<file path="config.mk">
export PLATFORM = sky130hd
export DESIGN_NAME = duration_string_parser
export DESIGN_NICKNAME = d
export VERILOG_FILES = /design/src/rtl/dsparse_pkg.sv /design/src/rtl/duration_string_parser.sv /design/src/rtl/dsparse_front.sv /design/src/rtl/dsparse_fifo.sv /design/src/rtl/dsparse_back.sv
export SDC_FILE = /design/constraint.sdc
export NUM_CORES = 1
export LEC_CHECK = 0
export ABC_AREA = 1
export BUFFER_PORTS_ARGS = -buffer_cell sky130_fd_sc_hd__buf_2
export CORE_ASPECT_RATIO = 1.4
export CORE_MARGIN = 2
export CORE_UTILIZATION = 30
export CTS_CLUSTER_DIAMETER = 200
export DETAILED_ROUTE_END_ITERATION = 7
export GPL_ROUTABILITY_DRIVEN = 1
export PLACE_DENSITY = 0.56
export SLEW_MARGIN = 20
export SYNTH_ARGS = -nofsm -noshare
export SYNTH_HDL_FRONTEND = slang
export SYNTH_SLANG_ARGS = --single-unit
</file>
<file path="constraint.sdc">
create_clock -name i_clk -period 4.5 [get_ports i_clk]
set_input_delay 0.225 -clock i_clk [delete_from_list [all_inputs] [get_ports i_clk]]
set_output_delay 0.225 -clock i_clk [all_outputs]
set_load 0.01 [all_outputs]
</file>
<file path="src/rtl/dsparse_pkg.sv">
// ---------------------------------------------------------------------------
// dsparse_pkg: shared types and constants of the duration string parser
// Payload structs of both channels, token classes and grammar phases.
// ---------------------------------------------------------------------------
package dsparse_pkg;

    localparam int FIELD_BITS     = 31;
    localparam int DEF_VALUE_BITS = 31;

    typedef struct packed {
        logic [7:0] ch;
        logic       ch_present;
        logic       last;
    } t_in;

    typedef struct packed {
        logic                  valid_res;
        logic                  negative;
        logic [FIELD_BITS-1:0] weeks;
        logic [FIELD_BITS-1:0] days;
        logic [FIELD_BITS-1:0] hours;
        logic [FIELD_BITS-1:0] minutes;
        logic [FIELD_BITS-1:0] seconds;
    } t_out;

    // Class of a non-digit character
    typedef enum logic [3:0] {
        SYM_PLUS,
        SYM_MINUS,
        SYM_P,
        SYM_T,
        SYM_D,
        SYM_W,
        SYM_H,
        SYM_M,
        SYM_S,
        SYM_UPPER,
        SYM_BAD
    } t_sym;

    typedef enum logic [1:0] {
        TOK_NUM,
        TOK_CHAR,
        TOK_END
    } t_tok;

    typedef enum logic [3:0] {
        PH_START,
        PH_NEED_P,
        PH_AFTER_P,
        PH_DATE_UNIT,
        PH_AFTER_D,
        PH_T_NUM,
        PH_T_UNIT,
        PH_M_NUM,
        PH_M_UNIT,
        PH_S_NUM,
        PH_S_UNIT,
        PH_DONE,
        PH_DEAD
    } t_phase;

    // Tokens produced by one input item, applied in order num, char, end
    typedef struct packed {
        logic num_vld;
        logic chr_vld;
        t_sym sym;
        logic end_vld;
    } t_tok_ctl;

    localparam int CTL_BITS = $bits(t_tok_ctl);

endpackage

</file>
<file path="src/rtl/duration_string_parser.sv">
// ---------------------------------------------------------------------------
// duration_string_parser: streaming duration string parser
// Parses strings such as -P3DT4H5M and reports sign and unit counts.
// ---------------------------------------------------------------------------
// Input channel (i_valid / o_stall, payload i_data): one Latin-1 character
// per transfer, with ch_present low for a bare end marker and last high on
// the final item of a string. Output channel (o_valid / i_stall, payload
// o_data): one result per string, given for the item marked last.
// Throughput: one input item per cycle while the queue is not full. The tokenizer builds digit
// runs with a times-ten add and pushes token bundles into a two-entry queue;
// the grammar engine applies up to three tokens per bundle combinationally, in order.
// A result passes from the queue through the grammar engine into the output
// register, once that register is free.
// Reset (synchronous, active low) empties the queue and the output register
// and returns the parser to the start of a string.
// While the receiver stalls, the result waits in the output register; the
// engine keeps consuming bundles until it meets the next string end, and
// input is stalled only once the queue is full.
// ---------------------------------------------------------------------------
module duration_string_parser import dsparse_pkg::*; #(
    parameter int VALUE_BITS = DEF_VALUE_BITS
) (
    input  logic i_clk,
    input  logic i_rst_n,
    input  logic i_valid,
    output logic o_stall,
    input  t_in  i_data,
    output logic o_valid,
    input  logic i_stall,
    output t_out o_data
);

    localparam int QW = CTL_BITS + VALUE_BITS;

    logic                  push;
    logic                  pop;
    logic                  q_full;
    logic                  q_empty;
    t_tok_ctl              f_ctl;
    logic [VALUE_BITS-1:0] f_num;
    t_tok_ctl              b_ctl;
    logic [VALUE_BITS-1:0] b_num;
    logic [QW-1:0]         q_rdata;

    dsparse_front #(.VALUE_BITS(VALUE_BITS)) u_front (
        .i_clk    (i_clk),
        .i_rst_n  (i_rst_n),
        .i_valid  (i_valid),
        .i_data   (i_data),
        .i_q_full (q_full),
        .o_stall  (o_stall),
        .o_push   (push),
        .o_ctl    (f_ctl),
        .o_num    (f_num)
    );

    dsparse_fifo #(.WIDTH(QW)) u_fifo (
        .i_clk   (i_clk),
        .i_rst_n (i_rst_n),
        .i_push  (push),
        .i_wdata ({f_ctl, f_num}),
        .i_pop   (pop),
        .o_rdata (q_rdata),
        .o_empty (q_empty),
        .o_full  (q_full)
    );

    assign b_ctl = t_tok_ctl'(q_rdata[QW-1:VALUE_BITS]);
    assign b_num = q_rdata[VALUE_BITS-1:0];

    dsparse_back #(.VALUE_BITS(VALUE_BITS)) u_back (
        .i_clk     (i_clk),
        .i_rst_n   (i_rst_n),
        .i_q_empty (q_empty),
        .i_ctl     (b_ctl),
        .i_num     (b_num),
        .o_pop     (pop),
        .o_valid   (o_valid),
        .i_stall   (i_stall),
        .o_data    (o_data)
    );

endmodule

</file>
<file path="src/rtl/dsparse_front.sv">
// ---------------------------------------------------------------------------
// dsparse_front: character tokenizer
// Accepts one character per cycle unless the queue is full, builds digit runs and emits token bundles.
// ---------------------------------------------------------------------------
module dsparse_front import dsparse_pkg::*; #(
    parameter int VALUE_BITS = DEF_VALUE_BITS
) (
    input  logic                  i_clk,
    input  logic                  i_rst_n,
    input  logic                  i_valid,
    input  t_in                   i_data,
    input  logic                  i_q_full,
    output logic                  o_stall,
    output logic                  o_push,
    output t_tok_ctl              o_ctl,
    output logic [VALUE_BITS-1:0] o_num
);

    localparam int PW = VALUE_BITS + 4;

    logic                  r_run;
    logic                  r_ovf;
    logic [VALUE_BITS-1:0] r_acc;
    logic                  n_run;
    logic                  n_ovf;
    logic [VALUE_BITS-1:0] n_acc;

    logic                  accept;
    logic                  is_dig;
    logic [VALUE_BITS-1:0] base_acc;
    logic                  base_ovf;
    logic [PW-1:0]         prod;

    function automatic t_sym f_class(input logic [7:0] c);
        t_sym s;
        s = SYM_BAD;
        if (c == 8'h2B) begin
            s = SYM_PLUS;
        end else if (c == 8'h2D) begin
            s = SYM_MINUS;
        end else if (c == 8'h50) begin
            s = SYM_P;
        end else if (c == 8'h54) begin
            s = SYM_T;
        end else if (c == 8'h44) begin
            s = SYM_D;
        end else if (c == 8'h57) begin
            s = SYM_W;
        end else if (c == 8'h48) begin
            s = SYM_H;
        end else if (c == 8'h4D) begin
            s = SYM_M;
        end else if (c == 8'h53) begin
            s = SYM_S;
        end else if ((c >= 8'h41 && c <= 8'h5A) || (c >= 8'hC0 && c <= 8'hD6) ||
                     (c >= 8'hD8 && c <= 8'hDE)) begin
            s = SYM_UPPER;
        end
        return s;
    endfunction

    assign o_stall = i_q_full;
    assign accept  = i_valid && !i_q_full;
    assign is_dig  = i_data.ch_present && (i_data.ch >= 8'h30) && (i_data.ch <= 8'h39);

    // A new digit run starts from zero
    assign base_acc = r_run ? r_acc : '0;
    assign base_ovf = r_run ? r_ovf : 1'b0;
    assign prod     = (PW'(base_acc) << 3) + (PW'(base_acc) << 1) + PW'(i_data.ch[3:0]);

    always_comb begin
        n_run = r_run;
        n_ovf = r_ovf;
        n_acc = r_acc;
        o_ctl = '{num_vld: 1'b0, chr_vld: 1'b0, sym: SYM_BAD, end_vld: 1'b0};
        o_num = r_ovf ? '0 : r_acc;
        if (is_dig) begin
            n_run = 1'b1;
            n_ovf = base_ovf;
            n_acc = base_acc;
            if (!base_ovf) begin
                if (|prod[PW-1:VALUE_BITS]) begin
                    n_ovf = 1'b1;
                end else begin
                    n_acc = prod[VALUE_BITS-1:0];
                end
            end
        end else if (i_data.ch_present) begin
            o_ctl.num_vld = r_run;
            o_ctl.chr_vld = 1'b1;
            o_ctl.sym     = f_class(i_data.ch);
            n_run         = 1'b0;
        end
        if (i_data.last) begin
            // flush a run that ends with this item's digit
            if (is_dig) begin
                o_ctl.num_vld = 1'b1;
                o_num         = n_ovf ? '0 : n_acc;
            end else if (!i_data.ch_present) begin
                // a bare end marker closes an open run
                o_ctl.num_vld = r_run;
            end
            o_ctl.end_vld = 1'b1;
            n_run         = 1'b0;
            n_ovf         = 1'b0;
            n_acc         = '0;
        end
    end

    assign o_push = accept && (o_ctl.num_vld || o_ctl.chr_vld || o_ctl.end_vld);

    always_ff @(posedge i_clk) begin
        if (!i_rst_n) begin
            r_run <= 1'b0;
            r_ovf <= 1'b0;
            r_acc <= '0;
        end else if (accept) begin
            r_run <= n_run;
            r_ovf <= n_ovf;
            r_acc <= n_acc;
        end
    end

endmodule

</file>
<file path="src/rtl/dsparse_fifo.sv">
// ---------------------------------------------------------------------------
// dsparse_fifo: two-entry token queue
// Decouples the tokenizer from the grammar engine.
// ---------------------------------------------------------------------------
module dsparse_fifo import dsparse_pkg::*; #(
    parameter int WIDTH = CTL_BITS + DEF_VALUE_BITS
) (
    input  logic             i_clk,
    input  logic             i_rst_n,
    input  logic             i_push,
    input  logic [WIDTH-1:0] i_wdata,
    input  logic             i_pop,
    output logic [WIDTH-1:0] o_rdata,
    output logic             o_empty,
    output logic             o_full
);

    logic [WIDTH-1:0] r_mem [2];
    logic             r_wptr;
    logic             r_rptr;
    logic [1:0]       r_cnt;

    assign o_empty = (r_cnt == 2'd0);
    assign o_full  = (r_cnt == 2'd2);
    assign o_rdata = r_mem[r_rptr];

    always_ff @(posedge i_clk) begin
        if (i_push) begin
            r_mem[r_wptr] <= i_wdata;
        end
    end

    always_ff @(posedge i_clk) begin
        if (!i_rst_n) begin
            r_wptr <= 1'b0;
            r_rptr <= 1'b0;
            r_cnt  <= 2'd0;
        end else begin
            if (i_push) begin
                r_wptr <= ~r_wptr;
            end
            if (i_pop) begin
                r_rptr <= ~r_rptr;
            end
            case ({i_push, i_pop})
                2'b10:   r_cnt <= r_cnt + 2'd1;
                2'b01:   r_cnt <= r_cnt - 2'd1;
                default: r_cnt <= r_cnt;
            endcase
        end
    end

endmodule

</file>
<file path="src/rtl/dsparse_back.sv">
// ---------------------------------------------------------------------------
// dsparse_back: duration grammar engine
// Applies token bundles to the grammar and registers the result.
// ---------------------------------------------------------------------------
module dsparse_back import dsparse_pkg::*; #(
    parameter int VALUE_BITS = DEF_VALUE_BITS
) (
    input  logic                  i_clk,
    input  logic                  i_rst_n,
    input  logic                  i_q_empty,
    input  t_tok_ctl              i_ctl,
    input  logic [VALUE_BITS-1:0] i_num,
    output logic                  o_pop,
    output logic                  o_valid,
    input  logic                  i_stall,
    output t_out                  o_data
);

    typedef struct packed {
        t_phase                phase;
        logic [VALUE_BITS-1:0] pend;
        logic                  vld;
        logic                  neg;
        logic                  fin;
        logic [VALUE_BITS-1:0] wk;
        logic [VALUE_BITS-1:0] dy;
        logic [VALUE_BITS-1:0] hr;
        logic [VALUE_BITS-1:0] mi;
        logic [VALUE_BITS-1:0] se;
    } t_gs;

    localparam t_gs GS_RESET = '{phase: PH_START, pend: '0, vld: 1'b1, neg: 1'b0,
                                 fin: 1'b0, wk: '0, dy: '0, hr: '0, mi: '0, se: '0};

    t_gs  r_gs;
    t_gs  n_gs;
    t_gs  gs_a;
    t_gs  gs_b;
    t_gs  gs_c;
    logic r_out_vld;
    t_out r_out;
    logic n_out_vld;
    t_out n_out;
    logic out_free;
    logic ok;

    function automatic t_gs f_fail(input t_gs s);
        t_gs n;
        n       = s;
        n.vld   = 1'b0;
        n.phase = PH_DEAD;
        return n;
    endfunction

    function automatic t_gs f_step(input t_gs s, input t_tok k, input t_sym c,
                                   input logic [VALUE_BITS-1:0] v);
        t_gs  n;
        logic is_num;
        logic is_end;
        logic is_ch;
        n      = s;
        is_num = (k == TOK_NUM);
        is_end = (k == TOK_END);
        is_ch  = (k == TOK_CHAR);
        if (is_ch && c == SYM_BAD) begin
            n = f_fail(s);
        end else begin
            case (s.phase)
                PH_START: begin
                    if (is_ch && c == SYM_PLUS) begin
                        n.phase = PH_NEED_P;
                    end else if (is_ch && c == SYM_MINUS) begin
                        n.neg   = 1'b1;
                        n.phase = PH_NEED_P;
                    end else if (is_ch && c == SYM_P) begin
                        n.phase = PH_AFTER_P;
                    end else begin
                        n = f_fail(s);
                    end
                end
                PH_NEED_P: begin
                    if (is_ch && c == SYM_P) n.phase = PH_AFTER_P;
                    else n = f_fail(s);
                end
                PH_AFTER_P: begin
                    if (is_ch && c == SYM_T) begin
                        n.phase = PH_T_NUM;
                    end else if (is_num) begin
                        n.pend  = v;
                        n.phase = PH_DATE_UNIT;
                    end else begin
                        n = f_fail(s);
                    end
                end
                PH_DATE_UNIT: begin
                    if (is_ch && c == SYM_D) begin
                        n.dy    = s.pend;
                        n.phase = PH_AFTER_D;
                    end else if (is_ch && c == SYM_W) begin
                        n.wk    = s.pend;
                        n.phase = PH_DONE;
                    end else begin
                        n = f_fail(s);
                    end
                end
                PH_AFTER_D: begin
                    // anything but T, the end or a bad character is swallowed here
                    if (is_end) n.fin = 1'b1;
                    else if (is_ch && c == SYM_T) n.phase = PH_T_NUM;
                    else n.phase = PH_DONE;
                end
                PH_T_NUM: begin
                    if (is_num) begin
                        n.pend  = v;
                        n.phase = PH_T_UNIT;
                    end else begin
                        n = f_fail(s);
                    end
                end
                PH_T_UNIT: begin
                    if (is_end) begin
                        n.fin = 1'b1;
                    end else if (is_ch && c == SYM_H) begin
                        n.hr    = s.pend;
                        n.phase = PH_M_NUM;
                    end else if (is_ch && c == SYM_M) begin
                        n.mi    = s.pend;
                        n.phase = PH_S_NUM;
                    end else if (is_ch && c == SYM_S) begin
                        n.se    = s.pend;
                        n.phase = PH_DONE;
                    end else begin
                        n.phase = PH_DONE;
                    end
                end
                PH_M_NUM: begin
                    if (is_end) begin
                        n.fin = 1'b1;
                    end else if (is_num) begin
                        n.pend  = v;
                        n.phase = PH_M_UNIT;
                    end else begin
                        n = f_fail(s);
                    end
                end
                PH_M_UNIT: begin
                    if (is_ch && c == SYM_M) begin
                        n.mi    = s.pend;
                        n.phase = PH_S_NUM;
                    end else begin
                        n = f_fail(s);
                    end
                end
                PH_S_NUM: begin
                    if (is_end) begin
                        n.fin = 1'b1;
                    end else if (is_num) begin
                        n.pend  = v;
                        n.phase = PH_S_UNIT;
                    end else begin
                        n = f_fail(s);
                    end
                end
                PH_S_UNIT: begin
                    if (is_ch && c == SYM_S) begin
                        n.se    = s.pend;
                        n.phase = PH_DONE;
                    end else begin
                        n = f_fail(s);
                    end
                end
                PH_DONE: begin
                    if (is_end) n.fin = 1'b1;
                    else n = f_fail(s);
                end
                default: begin
                    n = f_fail(s);
                end
            endcase
        end
        return n;
    endfunction

    assign out_free = !r_out_vld || !i_stall;
    // hold a bundle that ends a string until the output register frees up
    assign o_pop    = !i_q_empty && (!i_ctl.end_vld || out_free);

    // next state: up to three grammar steps per bundle
    always_comb begin
        gs_a = r_gs;
        if (i_ctl.num_vld) begin
            gs_a = f_step(r_gs, TOK_NUM, SYM_BAD, i_num);
        end
        gs_b = gs_a;
        if (i_ctl.chr_vld) begin
            gs_b = f_step(gs_a, TOK_CHAR, i_ctl.sym, i_num);
        end
        gs_c = gs_b;
        if (i_ctl.end_vld) begin
            gs_c = f_step(gs_b, TOK_END, SYM_BAD, i_num);
        end
        n_gs = r_gs;
        if (o_pop) begin
            n_gs = i_ctl.end_vld ? GS_RESET : gs_c;
        end
    end

    // outputs: result of the finished string
    always_comb begin
        ok                = gs_c.vld && gs_c.fin;
        n_out.valid_res   = ok;
        n_out.negative    = ok && gs_c.neg;
        n_out.weeks       = ok ? FIELD_BITS'(gs_c.wk) : '0;
        n_out.days        = ok ? FIELD_BITS'(gs_c.dy) : '0;
        n_out.hours       = ok ? FIELD_BITS'(gs_c.hr) : '0;
        n_out.minutes     = ok ? FIELD_BITS'(gs_c.mi) : '0;
        n_out.seconds     = ok ? FIELD_BITS'(gs_c.se) : '0;
        n_out_vld         = r_out_vld && i_stall;
        if (o_pop && i_ctl.end_vld) begin
            n_out_vld = 1'b1;
        end
    end

    always_ff @(posedge i_clk) begin
        if (!i_rst_n) begin
            r_gs      <= GS_RESET;
            r_out_vld <= 1'b0;
        end else begin
            r_gs      <= n_gs;
            r_out_vld <= n_out_vld;
        end
    end

    always_ff @(posedge i_clk) begin
        if (o_pop && i_ctl.end_vld) begin
            r_out <= n_out;
        end
    end

    assign o_valid = r_out_vld;
    assign o_data  = r_out;

endmodule

</file>
* Word level (Yosys, flattened, before mapping) *
Memory sizes are Yosys's and may differ from the RTL's. A register that Yosys moved wholly into a read port is not among the register bits.
Index checks and enable logic that the tools add are counted.

operators by class
  add/subtract/negate cells = 4
  order comparisons = 8
  equal/unequal tests = 39
  mux-type cells = 80
  bitwise logic cells = 2
  reduce and logical (&&, ||, !) cells = 34

operators with widths
  kind                  number
  $mux W193             5
  $pmux W93 S6          1
  $mux W158             3
  $mux W31              15
  $pmux W65 S7          1
  $pmux W189 S2         1
  $mux W156             1
  $mux W127             1
  $mux W96              1
  $mux W4               17
  $mux W62              1
  $eq A8 B7 Y1 const B  7
  $eq A4 B3 Y1 const B  13
  $add A34 B32 Y35      1
  $add A35 B4 Y35       1
  $mux W34              1
  $pmux W4 S8           1
  $eq A4 B4 Y1 const B  7
  $eq A4 B2 Y1 const B  5
  $mux W1               20
  $pmux W4 S5           1
  $eq A8 B6 Y1 const B  2
  $ge A8 B8 Y1 const B  2
  $le A8 B8 Y1 const B  2
  25 further kinds      57

word-level totals
  register bits after elaboration = 388
  bits in writable memories = 76
  bits of input ports = 14
  output and inout bits = 159
  logic and storage cells = 192
  memories = 1

memories
  memory        words  width  rd ports  clocked after memory_dff  wr ports  RTL line            source
  u_fifo.r_mem  2      38     1         1                         1         dsparse_fifo.sv:18  logic [WIDTH-1:0] r_mem [2];

* Longest topological paths before layout *
  depth in word-level cells = 24
  gate-level depth with buffers = 26
  mapped depth without buffers = 23

* Cells and area by module *
Synthesis repeated with hierarchy kept, for this count alone.

unflattened totals
  cell total of the unflattened synthesis = 3322
  area, all modules = 25538.2 um^2

modules (own cells, without submodules)
  module         times used  cells an instance  area each (um^2)  sequential area each (um^2)
  dsparse_back   1           2158               16847.4           8598.2
  dsparse_front  1           1011               5640.4            660.6
  dsparse_fifo   1           153                3050.4            2382.3

* Least setup slack after synthesis *
OpenSTA, ideal clock, no wires.

  kind = register to register
  start = register with a tool-made name
  end = register u_back.r_out, in the netlist u_back.o_data[0] (enable)
  setup time = 509 ps
  data arrival time = 4467 ps
  data required time = 3991 ps
  setup slack = -477 ps
  stages on the path, launching flop included = 9
  buffers on the path = 1
  period minus slack after synthesis = 4977 ps
  cells stage by stage = dfxtp_1 > buf_4 > nand2_1 > nand2_1 > a21oi_1 > clkinv_1 > nand2_1 > nand2_1 > inv_1

RTL lines
  item                  RTL line             source
  end signal, assigned  dsparse_back.sv:236  r_out <= n_out;
  end, declared         dsparse_back.sv:41   t_out r_out;

* Final worst setup path *
  start = register u_front.r_run
  end = memory u_fifo.r_mem[1][3] (netlist bit), data pin

between the ends
  longest elaborated chain between the ends = 10
  elaborated cells between the ends (all ways) = 14
  classes of those cells = add/sub (2); mux (11); reduce/logical (1)

ends and longest elaborated chain
  item                                 RTL line                      source
  start, declared                      dsparse_front.sv:21           logic r_run;
  start signal, assigned               dsparse_front.sv:118          r_run <= n_run;
  $mux W31                             dsparse_front.sv:67           assign base_acc = r_run ? r_acc : '0;
  $add A34 B32 Y35                     dsparse_front.sv:69           assign prod = (PW'(base_acc) << 3) + (PW'(base_acc) << 1) + PW'(i_data.ch[3:0]);
  $add A35 B4 Y35                      dsparse_front.sv:69
  $reduce_or A4 Y1                     dsparse_front.sv:82           if (|prod[PW-1:VALUE_BITS]) begin
  $mux W31 or $mux W1 (tied branches)  dsparse_front.sv:82
  $mux W31 or $mux W1 (tied branches)  dsparse_front.sv:81           if (!base_ovf) begin
  $mux W31 or $mux W1 (tied branches)  dsparse_front.sv:77           if (is_dig) begin
  $mux W31 *                           dsparse_front.sv:98           o_num = n_ovf ? '0 : n_acc;
  $mux W31 *                           dsparse_front.sv:96           if (is_dig) begin
  $mux W31 *                           dsparse_front.sv:94           if (i_data.last) begin
  via f_num[3]                         duration_string_parser.sv:40  logic [VALUE_BITS-1:0] f_num;
  end, declared                        dsparse_fifo.sv:18

Mark *: on every way through the listed nets, which the timed path passes. The rest lies on a longest branch.

==> results_dict.tcl <==
set metrics [dict create \
    hp-class "input pin to register" \
    synth_seq_area_share_pct 45.88 \
    synthesis.area_um2 25370 \
    highest_layer "met5" \
    synth_edf_count 233 \
    hold_slack_ns 0.1431 \
    r2r_end "u_fifo.r_mem[1][3]" \
    synth_ff_type "edfxtp_1" \
    max-slew-margin-rel_pct 24.26 \
    wl_met2_mm 39.27 \
    setup_viol 0 \
    power.leakage_uw 0.01091 \
    fin_setup_tns_ns 0 \
    final_layout_size_suffix_gt1_share_pct 10.09 \
    viasPerCell 4.791 \
    clk_path_buf_depth 3 \
    core_um2 84030 \
    grt_max_degree 184 \
    synth_area_leaders "edfxtp_1 (28%), dfxtp_1 (18%), nand2_1 (16%)" \
    r2r_setup_slack_ns 0.40 \
    drc 0 \
    whs_path_depth 3 \
    cts_tree "built" \
    dieWidth_um 249.8 \
    crit_arrival_ns 4.36 \
    drt_iter0_drc 1789 \
    clock_sinks 465 \
    max_freq_mhz 244.1 \
    fin_skew_ns 0.01354 \
    synth.top_cell.area_share_pct 27.58 \
    initial_utilization_pct 30.19 \
    hold_end "u_back.o_valid" \
    slew_violations 0 \
    clkLatencyLatePin_ns 0.57 \
    dr.pass1.iters 5 \
    status "finished clean" \
    grt_setup_unrepaired "no" \
    met1_length_mm 32.47 \
    ys_ff_latch 465 \
    vdd_drop_max_mv 0.5777 \
    syn_nets 3535 \
    port_buffers 172 \
    gp_congestion 0.9621 \
    wire_per_inst_um 16.84 \
    die-area_um2 86950 \
    syn_to_final_growth_pct 14.55 \
    n_fill_cell 8935 \
    r2r_start "u_front.r_run" \
    cts_resized 0 \
    fin_nets 3647 \
    num_rows 126 \
    overflow 0 \
    wl_met3_mm 2.934 \
    die_h_um 348.1 \
    min_from "i_stall" \
    seq_area_um2 11640 \
    grt_pass1_wl_mm 122.7 \
    antenna_found_initial 2 \
    cts_buffers 46 \
    syn_inst 3457 \
    synth_common_cells "nand2_1 (1,112), inv_1 (437), nor2_1 (290)" \
    start_kind "register" \
    crit_type "register to register" \
    cap_violations 0 \
    ios 173 \
    endpoint_kind "register" \
    hold_violations 0 \
    htree_levels 2 \
    post_cts_buffers 0 \
    synth_top_area_cell "edfxtp_1" \
    grt_use_total_pct 17.78 \
    worst_r2r_path_depth 21 \
    avgSynthCellArea_um2 7.339 \
    clkTransAtPathRegs_ns 0.06 \
    grt_pass1_vias 21290 \
    power_density_nw_per_um2 472.1 \
    drt_wl_total_mm 79.12 \
    synth.most_common_cell "nand2_1" \
    final.min_clock_period_ns 4.097 \
    synth_cell_type_count 47 \
    crit_required_ns 4.76 \
    crit_fanout 29 \
    worst_slew_pin_slew_ns 1.136 \
    dp_hpwl_mm 56.66 \
    cts_root_buf "clkbuf_16" \
    yosys_warnings 0 \
    multi_input_area_um2 11290 \
    post-route-period-util_pct 91.05 \
    via_count 22510 \
    ys_async_sr_fraction_pct 0 \
    ant_nets 0 \
]
## per-stage QoR
stage / area (um^2) / setup WS (ns) / cells / util [%] / power, uW
after floorplan: 25380 / 0.5050 / 3457 / - / 8360
after global placement: 27540 / 0.4837 / 4607 / 32.77 / 10000
after detailed placement: 27540 / 0.4393 / 4607 / 32.77 / 9996
after CTS: 29060 / 0.4204 / 4695 / 34.58 / 13900
after global routing: 29060 / 0.01645 / 4695 / 34.58 / 14420
final: 29060 / 0.4029 / 4698 / 34.59 / 13720
## cell families (layout without fill, tap and decap cells)
logic type / count (synthesis) / in the layout / share of synthesized area [%]
flip-flops: 465 / 465 / 45.88
other: 0 / 3 / 0
adder cells (fa/ha/maj): 64 / 64 / 3.215
AND/OR/NAND/NOR: 1666 / 1666 / 26.91
AO/OA/AOI/OAI: 601 / 601 / 13.34
buffers and inverters: 638 / 788 / 9.858
XOR/XNOR: 23 / 23 / 0.7940
## area by class of cell
type | instances | area share (%)
Antenna cell | 3 | 0.02583
Clock buffer | 68 | 4.568
Clock inverter | 18 | 0.5855
Inverter | 454 | 5.911
Multi-Input combinational cell | 2354 | 38.84
Sequential cell | 465 | 40.05
Tap cell | 1088 | 4.684
Timing Repair Buffer | 248 | 5.330
## registers in the layout (all words and copies together) (netlist names), named ones only
signal / flops
u_front.r_ovf: 1
u_back.o_data: 157
u_front.r_run: 1
u_fifo.r_rptr: 1
u_fifo.r_cnt: 2
u_fifo.r_mem: 76
u_front.r_acc: 31
u_back.r_gs: 193
u_fifo.r_wptr: 1
u_back.o_valid: 1
## worst max-delay path: stages, from the launching register on
cell,delay [ns]
dfxtp_1,0.46
buf_12,0.22
nand2_1,0.09
inv_1,0.11
ha_1,0.25
ha_1,0.35
a21oi_1,0.22
nand2_1,0.13
nand2_1,0.08
nand2_1,0.13
nand2_1,0.09
nand2_1,0.15
nand2_1,0.15
nand2_1,0.08
nand2_1,0.07
nand2_1,0.05
nand2_1,0.05
nor2_1,0.06
nand2_1,0.22
nor2_1,0.10
o21ai_0,0.51
o22ai_1,0.20
## worst max-delay path by stage
stage / start / endpoint / slack (ns) / cells past startpoint
after floorplan: register / u_back.o_data[0] / 0.50 / 8
after global placement: u_front.r_run / u_fifo.r_mem[0][3] / 0.48 / 16
after detailed placement: u_front.r_run / u_fifo.r_mem[0][3] / 0.44 / 21
after CTS: u_front.r_run / u_fifo.r_mem[1][3] / 0.42 / 21
after global routing: u_front.r_run / u_fifo.r_mem[1][3] / 0.02 / 21
final: u_front.r_run / u_fifo.r_mem[1][3] / 0.40 / 21
## per-layer routing
layer,vias up,global-route usage (%)
met5,-,0
met4,2,9.221
met3,158,1.730
met2,527,31.76
met1,10420,21.09
li1,11410,-
## report_power, final
group | total [uW] | internal, uW | switching, uW
Clock | 3900 | 2220 | 1670
Sequential | 5420 | 5220 | 195
Combinational | 4410 | 1000 | 3410
## placed cells by master (no fill, tap or decap), drive strengths merged, types with 6 or more instances in the layout
cell and instances:
o211ai 72, o21bai 33, nand2 1119, inv 451, nor2 296, xnor2 18, nand3 165, ha 62
edfxtp 233, o21ai 171, dfxtp 232, a22oi 6, buf 246, o22ai 26, a2bb2oi 7, a21oi 276
nand3b 26, clkbuf 68, nand4 40, clkinv 13, nor3 15
## repair_timing
action | 4_1_cts | 5_1_grt
endpoints found under the hold margin | 5 | 0
setup endpoints to repair | 0 | 0
hold buffers | 2 | 0
Power figures use the tool's default switching activity.
